==> config.mk <==
export PLATFORM = sky130hd
export DESIGN_NAME = lzfsd_ctrl
export DESIGN_NICKNAME = d
export VERILOG_FILES = /design/src/lzfsd_pkg.sv /design/src/lzfsd_ctrl.sv
export SDC_FILE = /design/constraint.sdc
export NUM_CORES = 1
export LEC_CHECK = 0
export ABC_AREA = 1
export BUFFER_PORTS_ARGS = -buffer_cell sky130_fd_sc_hd__buf_2
export CORE_AREA = 5 5 42 44
export CTS_CLUSTER_SIZE = 28
export DETAILED_ROUTE_END_ITERATION = 10
export DIE_AREA = 0 0 47 49
export PLACE_DENSITY_LB_ADDON = 0.1
export SYNTH_ARGS = -nofsm -noshare
export SYNTH_HDL_FRONTEND = slang
export SYNTH_SLANG_ARGS = --single-unit
==> constraint.sdc <==
create_clock -name clk -period 3.85 [get_ports clk]
set_clock_uncertainty 0.15 [all_clocks]
set_input_delay 0.77 -clock clk [delete_from_list [all_inputs] [get_ports clk]]
set_output_delay 0.77 -clock clk [all_outputs]
set_load 0.1 [all_outputs]
==> src/lzfsd_pkg.sv <==
package lzfsd_pkg;

    localparam int BYTE_W   = 8;
    localparam int SIZE_W   = 24;
    localparam int DIST_W   = 12;
    localparam int LEN_W    = 5;
    localparam int TOK_W    = 4;
    localparam int HDR_W    = 2;
    localparam int MIN_LEN  = 3;
    localparam int FLAG_CNT = 8;
    localparam logic [HDR_W-1:0] HDR_LAST = 2'd3;

    typedef enum logic [2:0] {
        ST_IDLE,
        ST_HEADER,
        ST_FLAG,
        ST_TOKEN,
        ST_REFLOW,
        ST_COPY
    } state_t;

    typedef struct packed {
        logic start;
        logic hdr_load;
        logic flag_load;
        logic ref_hi_load;
        logic lit_emit;
        logic copy_start;
        logic copy_emit;
        logic copy_read;
        logic adv_token;
    } cmd_t;

    typedef struct packed {
        logic flag_top;
        logic tokens_last;
        logic hdr_last;
        logic size_zero;
        logic fin;
        logic len_last;
        logic out_free;
    } status_t;

endpackage

==> src/lzfsd_ctrl.sv <==
module lzfsd_ctrl (
    input  logic               clk,
    input  logic               rst_n,
    input  logic               in_valid,
    input  logic               stream_start,
    input  lzfsd_pkg::status_t status,
    output logic               in_ready,
    output lzfsd_pkg::cmd_t    cmd,
    output lzfsd_pkg::state_t  state
);

    import lzfsd_pkg::*;

    state_t state_reg;
    state_t state_next;
    logic   accept;
    logic   data_acc;

    assign state    = state_reg;
    assign in_ready = (state_reg != ST_COPY) && ((state_reg != ST_TOKEN) || status.out_free);
    assign accept   = in_valid && in_ready;
    assign data_acc = accept && !stream_start;

    always_ff @(posedge clk or negedge rst_n)
    begin
        if (!rst_n)
        begin
            state_reg <= ST_IDLE;
        end
        else
        begin
            state_reg <= state_next;
        end
    end

    always_comb
    begin
        state_next = state_reg;
        if (accept && stream_start)
        begin
            state_next = ST_HEADER;
        end
        else
        begin
            case (state_reg)
                ST_IDLE:
                begin
                    state_next = ST_IDLE;
                end
                ST_HEADER:
                begin
                    if (data_acc && status.hdr_last)
                    begin
                        state_next = status.size_zero ? ST_IDLE : ST_FLAG;
                    end
                end
                ST_FLAG:
                begin
                    if (data_acc)
                    begin
                        state_next = ST_TOKEN;
                    end
                end
                ST_TOKEN:
                begin
                    if (data_acc)
                    begin
                        if (status.flag_top)
                        begin
                            state_next = ST_REFLOW;
                        end
                        else if (status.fin)
                        begin
                            state_next = ST_IDLE;
                        end
                        else
                        begin
                            state_next = status.tokens_last ? ST_FLAG : ST_TOKEN;
                        end
                    end
                end
                ST_REFLOW:
                begin
                    if (data_acc)
                    begin
                        state_next = ST_COPY;
                    end
                end
                ST_COPY:
                begin
                    if (status.out_free)
                    begin
                        if (status.fin)
                        begin
                            state_next = ST_IDLE;
                        end
                        else if (status.len_last)
                        begin
                            state_next = status.tokens_last ? ST_FLAG : ST_TOKEN;
                        end
                    end
                end
                default:
                begin
                    state_next = ST_IDLE;
                end
            endcase
        end
    end

    always_comb
    begin
        cmd             = '0;
        cmd.start       = accept && stream_start;
        cmd.hdr_load    = data_acc && (state_reg == ST_HEADER);
        cmd.flag_load   = data_acc && (state_reg == ST_FLAG);
        cmd.ref_hi_load = data_acc && (state_reg == ST_TOKEN) && status.flag_top;
        cmd.lit_emit    = data_acc && (state_reg == ST_TOKEN) && !status.flag_top;
        cmd.copy_start  = data_acc && (state_reg == ST_REFLOW);
        cmd.copy_emit   = (state_reg == ST_COPY) && status.out_free;
        cmd.copy_read   = cmd.copy_emit && !status.fin && !status.len_last;
        cmd.adv_token   = (cmd.lit_emit && !status.fin)
                       || (cmd.copy_emit && !status.fin && status.len_last);
    end

endmodule

# Word level (Yosys, flattened, before mapping)
# Cells that the tools add are included.
dict set report totals {
  wordCells 50
  ff_bits 3
  input_bits 11
  out_inout_bits 13
}
dict set report op_classes {
  reduce_logical 23
  mux 13
  eq_ne 13
}
# operator n
set ops {}
lappend ops {{2-to-1 mux 3 bit} 9}
lappend ops {{inequality test 3 bit, second input constant} 6}
lappend ops {{logical AND 1 bit} 16}
lappend ops {{one-hot mux 3 bit (5 select lines)} 1}
lappend ops {{equality test 3 x 2 -> 1 bit, second input constant} 2}
lappend ops {{equality test 3 bit, second input constant} 2}
lappend ops {{AND reduction 6 bit} 1}
lappend ops {{zero test 1 bit} 4}
lappend ops {{2-to-1 mux 2 bit} 2}
lappend ops {{inequality test 4 bit, second input constant} 1}
lappend ops {{equality test 3 x 1 -> 1 bit, second input constant} 1}
lappend ops {{inequality test 3 x 2 -> 1 bit, second input constant} 1}
lappend ops {{logical OR 1 bit} 2}
lappend ops {{2-to-1 mux 1 bit} 1}

# Logic depth before layout (Yosys ltp)
# Gate-level depths: netlist of the first run.
dict set report logic_depth {
  depth_word 9
  ltp_mapped 9
  mapped_depth_nobuf 8
}

# Worst setup path before layout of the first run
# OpenSTA, ideal clock, no wires.
dict set report synth_timing {
  kind {reg2out}
  from {register state_reg[2] (netlist: state[2])}
  to {output cmd[1] (netlist bit)}
  path_stages_with_launch 6
  slack_ns -1.264
  arrival_ns 4.194
  cell_sequence {dfrtp_1 > buf_4 > nand3_2 > nor2_1 > nand2_1 > nor2_1}
}
# item line
set synth_rtl {}
lappend synth_rtl {{start, declared} lzfsd_ctrl.sv:14} ;# state_t state_reg;
lappend synth_rtl {{start signal, assigned} lzfsd_ctrl.sv:32} ;# state_reg <= state_next;
lappend synth_rtl {{end, declared} lzfsd_ctrl.sv:8} ;# output lzfsd_pkg::cmd_t cmd,

==> results of run 1 <==
[final cells by class]
| class | count | share of cell area, % |
|---|---|---|
| clock buffer | 4 | 4.35 |
| inverter | 13 | 8.07 |
| multi-input combinational | 54 | 52.8 |
| sequential | 3 | 12.4 |
| tap | 16 | 3.31 |
| timing repair buffer | 23 | 19.0 |
[cells in the mapped netlist (all sizes together)]
| library cell | n | area, sq um |
|---|---|---|
| dfrtp | 3 | 75.1 |
| a21boi | 1 | 7.51 |
| nand3b | 1 | 7.51 |
| nand2 | 17 | 73.8 |
| nor2 | 10 | 45.0 |
| inv | 13 | 48.8 |
| a21oi | 3 | 18.8 |
| o21ai | 4 | 20.0 |
| or2 | 2 | 12.5 |
| nand3 | 8 | 50.1 |
| nand4 | 3 | 18.8 |
| o22ai | 1 | 12.5 |
| buf | 3 | 30.0 |
| nor3 | 4 | 35.0 |
[metrics by stage]
step | util (%) | hold WS (ns) | TNS, ns | cell area, sq um
floorplan | - | 0.324 | -0.152 | 473
global placement | 41.3 | 0.417 | 0 | 578
detailed placement | 41.3 | 0.416 | 0 | 578
CTS | 43.1 | 0.168 | 0 | 604
global route | 43.1 | 0.164 | 0 | 604
finish | 43.1 | 0.172 | 0 | 604
[cells in the final DEF, fill, tap and decap left out, types with 2 or more instances in the layout]
| master | n |
|---|---|
| nand3_1 | 6 |
| o21ai_0 | 4 |
| nand2_1 | 15 |
| nor2_1 | 7 |
| nor3_2 | 3 |
| inv_1 | 11 |
| clkbuf_4 | 3 |
| inv_2 | 2 |
| a21oi_1 | 2 |
| nand3_2 | 2 |
| dfrtp_1 | 3 |
| buf_2 | 23 |
| nor2_4 | 2 |
| nand4_1 | 3 |
[cell families after synthesis]
kind of cell	after synthesis
AO/OA/AOI/OAI	9
buffers and inverters	16
flip-flops	3
AND/OR/NAND/NOR	45
[power by group through the flow]
stage	Sequential [mW]	Clock, mW	Combinational (mW)
6_report	0.0753	0.0552	0.328
5_1_grt	0.0785	0.0622	0.355
4_1_cts	0.0747	0.0571	0.330
3_5_place_dp	0.0749	0	0.329
3_3_place_gp	0.0749	0	0.330
2_1_floorplan	0.146	0	0.220
[critical path, delay by kind of cell]
kind / cells / cell delay [ns]
AND/OR/NAND/NOR: 4 / 0.65
buffers and inverters: 3 / 0.62
[routing by layer]
metal,GRT usage (%),vias to the layer above,part of all wire (%)
met5,0,-,0
met2,15.2,17,42
met3,1.85,2,7.9
met1,15.4,217,48
li1,-,281,-
met4,4.15,0,1.7
[final timing paths]
check | start | end | slack [ns] | depth (start not counted)
max reg2reg | state[0]$_DFFE_PN0P_ | state[2]$_DFFE_PN0P_ | 2.27 | 7
max in group asynchronous | rst_n | state[2]$_DFFE_PN0P_ | 3.27 | 1
min reg2reg | state[0]$_DFFE_PN0P_ | state[0]$_DFFE_PN0P_ | 0.53 | 2
max | status[0] | cmd[6] | 0.88 | 7
min in group clk | state[0]$_DFFE_PN0P_ | state[0]$_DFFE_PN0P_ | 0.53 | 2
min | rst_n | state[1]$_DFFE_PN0P_ | 0.17 | 1
==> out/metrics.cfg, run 1 <==
[outcome]
outcome=finished, final reports clean

[clock_tree]
cts.clk_slew.worst_paths_ns=0.04
clk_latency_ns=0.23
cts_buffer_depth=2
cts.sinks=3
ctsHtreeMaxLevel=1
cts_made_buffers=3
cts_setup_buffers=0
ctsResizeCount=0
cts_root_buf=clkbuf_4
cts_hold_buffers=0
cts_tree=done

[cells_and_area]
drive_above_1_share_pct=42.3
area_growth_pct=32.7
nets=109
ff_latch_area_sq_um=75.1
multi_input_area_sq_um=319
num-fill-cells=162
largest_reg_flops=3
n_antenna_cell=0
final_cells=113

[synthesis]
avgSynthCellArea_sq_um=6.24
yosys.area_share.adder_pct=0
syn-instance-count=73
ys_ff_latch=3
synth-xor-area-share_pct=0
synth_nets=84
synthSimpleGateAreaFrac_pct=53.3
ys_types=23
synth_top_family_by_area=simple AND/OR/NAND/NOR gates
synth.area.mux_share_pct=0
syn_area_sq_um=455
seq_area_frac_synth_pct=16.5
synth_compound_area_share_pct=12.9
yosysWarnings=0

[critical_path]
end_kind=output port
crit_arrival_ns=2.05
worst-endpoint-required_ns=2.93
worst_setup_path_start_kind=primary input
crit_top_cell=buf_2
critical_path.cell_chain=buf_2 > inv_1 > nand2_4 > nand3_2 > or2_1 > nor3_2 > buf_2
path_class=primary input to output port
slowest_delay_ns=0.45
worst-path-max-fanout=6
slowest_stage=buf_2

[flow_run]
drv_cap=0

[power_and_ir_drop]
p_sw_share_pct=67.3
comb_power_share_pct=71.5
seq_power_share_pct=16.4
fin_total_pwr_mw=0.458
ir_worst_vdd_v=0.000220
leakage_nw=0.351
pwr_density_cell_nw_per_um2=758
clkPwrFrac_pct=12.0
p_int_mw=0.150
switchingPower_mw=0.308

[detailed_routing]
routed_via_density=4.58
drc=0
vias=517
dr.pass1.iters=4
wire_per_inst_microns=9.93
drtAntennaViolNets=0
drt-total-wl_microns=1120
drt_iter0_markers=10

[timing]
slew_viol_final=0
finalCritPeriodShare_pct=77.0
grt_setup_unrepaired=no
tightest_slew_ns=0.487
finalHoldViolCount=0
fmax_ghz=0.337
fin_ws_ns=0.884
period_minus_slack_ns=2.97
relSlewSlack_pct=67.7
finalSetupViolCount=0

[global_route]
grt_pass1_vias=472
grtUsageTotal_pct=10.6
grt_max_degree=10
antenna_found_initial=0
grt_pass1_wl_microns=1900
gr-total-overflow=0

[place]
placed_cells=109
gp_congestion=0.741
dpl.hpwl_microns=933
dp_slack_ns=0.882
port_buffers=23

[worst_hold_path]
hold_class=primary input to async pin

[floorplanning]
die_w_microns=47
core-area_sq_um=1400
initial_core_util_pct=32.5
dieArea_sq_um=2300
die_y_microns=49
row_count=14
ios=24

(Power assumes the default switching activity.)
==> run 2, diff against run 1 <==
- ABC_AREA: 1 -> 0
- clock period: 3.85 -> 2.73 ns (I/O delays scaled with it)
==> out/metrics.cfg, run 2 <==
[place]
gp_congestion=0.817  ; was 0.741
dpl.hpwl_microns=1070  ; was 933 microns
dp_slack_ns=0.254  ; was 0.882 ns
post_dp_cell_area_sq_um=659  ; was 578 sq um
port_buffers=23  ; unchanged

[detailed_routing]
drc=0  ; unchanged
dr.pass1.iters=3  ; was 4
drtAntennaViolNets=0  ; unchanged
wire_per_inst_microns=14.0  ; was 9.93 microns
routed_via_density=5.30  ; was 4.58
drt-total-wl_microns=1350  ; was 1120 microns
drt_iter0_markers=13  ; was 10
vias=509  ; was 517

[critical_path]
critical_path.top_delay_family=simple AND/OR/NAND/NOR gates  ; unchanged
worst_setup_path_start_kind=flip-flop  ; was primary input
cp_num_buf_inv=1  ; was 3
critical_path.cell_chain=and2b_1 > nand4_1 > or3_4 > a21oi_4 > buf_12  ; was buf_2 > inv_1 > nand2_4 > nand3_2 > or2_1 > nor3_2 > buf_2
end_kind=output port  ; unchanged
worst-endpoint-required_ns=2.03  ; was 2.93 ns
slowest_stage=dfrtp_4  ; was buf_2
slowest_delay_ns=0.48  ; was 0.45 ns
crit_arrival_ns=1.96  ; was 2.05 ns
path_class=flip-flop to output port  ; was primary input to output port
worst-path-max-fanout=5  ; was 6

[floorplanning]
ios=24  ; unchanged
row_count=14  ; unchanged
die_y_microns=49  ; unchanged
core-area_sq_um=1400  ; unchanged
die_w_microns=47  ; unchanged
initial_core_util_pct=28.9  ; was 32.5%
dieArea_sq_um=2300  ; unchanged

[power_and_ir_drop]
leakage_nw=0.299  ; was 0.351 nW
pwr_density_cell_nw_per_um2=1010  ; was 758 nW/um^2
ir_worst_vdd_v=0.000551  ; was 0.000220 V

[timing]
relSlewSlack_pct=67.7  ; about the same
tightest_slew_ns=0.488  ; was 0.487 ns
fin_ws_ns=0.0752  ; was 0.884 ns
period_minus_slack_ns=2.65
slew_viol_final=0  ; unchanged
finalCritPeriodShare_pct=97.2
finalHoldViolCount=0  ; unchanged
finalSetupViolCount=0  ; unchanged
fmax_ghz=0.377

[cells_and_area]
num-fill-cells=147  ; was 162
n_antenna_cell=0  ; unchanged
layout_common_cells=21 x buf_2, 6 x nand2_1, 4 x buf_4  ; was 23 x buf_2, 15 x nand2_1, 11 x inv_1
drive_above_1_share_pct=62.5  ; was 42.3%
multi_input_area_sq_um=395  ; was 319 sq um
area_growth_pct=78.4  ; was 32.7%
ff_latch_area_sq_um=81.3  ; was 75.1 sq um
nets=92  ; was 109
largest_reg_flops=3  ; unchanged
utilization_pct=51.6  ; was 43.1%
final_common_cell=buf_2  ; unchanged
fin_area_sq_um=723  ; was 604 sq um

[synthesis]
avgSynthCellArea_sq_um=8.27  ; was 6.24 sq um
synthTopCellsByCount=6 x nand2_1, 4 x a21oi_1, 3 x dfrtp_1, 3 x nor3_1, 3 x o211ai_1  ; was 15 x nand2_1, 11 x inv_1, 9 x nor2_1
async_flop_share_pct=100  ; unchanged
syn-instance-count=49  ; was 73
synth_edf_count=0  ; unchanged
seq_area_frac_synth_pct=18.5  ; was 16.5%
syn_area_sq_um=405  ; was 455 sq um
synth_top_cell_by_area=dfrtp_1  ; unchanged
synth_top_cell_area_share_pct=18.5  ; was 16.5%
ys_types=32  ; was 23
netlist_top_cells_area=dfrtp_1 19%, a221oi_4 6.5%, nand2_1 5.6%  ; was dfrtp_1 16%, nand2_1 12%, inv_1 9.1%
synth_nets=60  ; was 84
yosysMostFrequentCell=nand2_1  ; unchanged
ys_ff_latch=3  ; unchanged
yosysWarnings=0  ; unchanged
synth_ff_type=dfrtp_1  ; unchanged

[clock_tree]
cts.clk_slew.worst_paths_ns=0.04  ; about the same
cts_made_buffers=3  ; unchanged
cts.sinks=3  ; unchanged
cts_root_buf=clkbuf_4  ; unchanged
cts_buffer_depth=2  ; unchanged
cts_tree=done  ; unchanged
clk_latency_ns=0.23  ; about the same
ctsHtreeMaxLevel=1  ; unchanged

[flow_run]
drv_cap=0  ; unchanged

[global_route]
grtUsageTotal_pct=12.6  ; was 10.6%
grt_use_met1_pct=17.8  ; was 15.4%
antenna_found_initial=0  ; unchanged
grt_util_met2_pct=18.6  ; was 15.2%
gr-total-overflow=0  ; unchanged
grt_max_degree=10  ; unchanged
grt_use_met3_pct=2.58  ; was 1.85%
top_usage_layer=met2  ; was met1
grt_pass1_vias=490  ; was 472
grt_pass1_wl_microns=2170  ; was 1900 microns

[outcome]
outcome=finished, final reports clean  ; unchanged

[worst_hold_path]
hold_class=primary input to flip-flop  ; was primary input to async pin

## run 2: cell count changes after synthesis, sizes merged, moves of 3 or more
cell    change
nor2b       +3
nand2      -11
inv        -10
nor2       -10
o211ai      +3
o21ai       -3
nand3       -8
## run 2: final cells by class
type | count | area share [%]
Sequential cell | 3 | 11.2
Timing Repair Buffer | 28 | 25.6
Multi-Input combinational cell | 42 | 54.7
Tap cell | 16 | 2.77
Clock buffer | 4 | 3.63
Inverter | 3 | 2.08
## run 2: timing repair
action,4_1_cts,5_1_grt
resized for setup,0,1
setup endpoints to repair,0,2
hold endpoints to repair,3,0
setup buffers,0,3
hold buffers,1,0
## run 2: cells by family after synthesis
| family | share of synthesized area [%] |
|---|---|
| multiplexers | 3.70 |
| AO/OA/AOI/OAI | 38.3 |
| buffers and inverters | 4.63 |
| AND/OR/NAND/NOR | 34.9 |
| flip-flops | 18.5 |
## run 2: worst paths after layout
check	start	to	slack [ns]	cells past startpoint
worst max-delay path	state[2]$_DFFE_PN0P_	cmd[0]	0.08	5
worst min-delay path	in_valid	state[1]$_DFFE_PN0P_	0.47	2
worst max register to register	state[2]$_DFFE_PN0P_	state[1]$_DFFE_PN0P_	0.99	5
worst min register to register	state[2]$_DFFE_PN0P_	state[1]$_DFFE_PN0P_	0.58	2
max in group asynchronous	rst_n	state[2]$_DFFE_PN0P_	1.82	2
min in group asynchronous	rst_n	state[1]$_DFFE_PN0P_	0.49	2
## run 2: stage by stage
step	power (mW)	hold WS [ns]	cells	setup TNS (ns)
floorplan	0.539	0.100	49	-0.578
global placement	0.626	0.193	88	0
detailed placement	0.628	0.195	88	0
CTS	0.712	0.466	93	0
global route	0.775	0.510	96	-0.00951
finish	0.731	0.470	96	0
## run 2: metal layers
metal,routed length [microns],vias to the layer above,part of all wire [%]
met2,622,17,46
met3,99,2,7.4
met4,10,0,0.74
met1,614,240,46
li1,-,250,-
met5,0,-,0
## run 2: power by group
part	internal, mW	switching [mW]
logic	0.161	0.380
registers	0.0665	0.0455
clock network	0.0548	0.0239
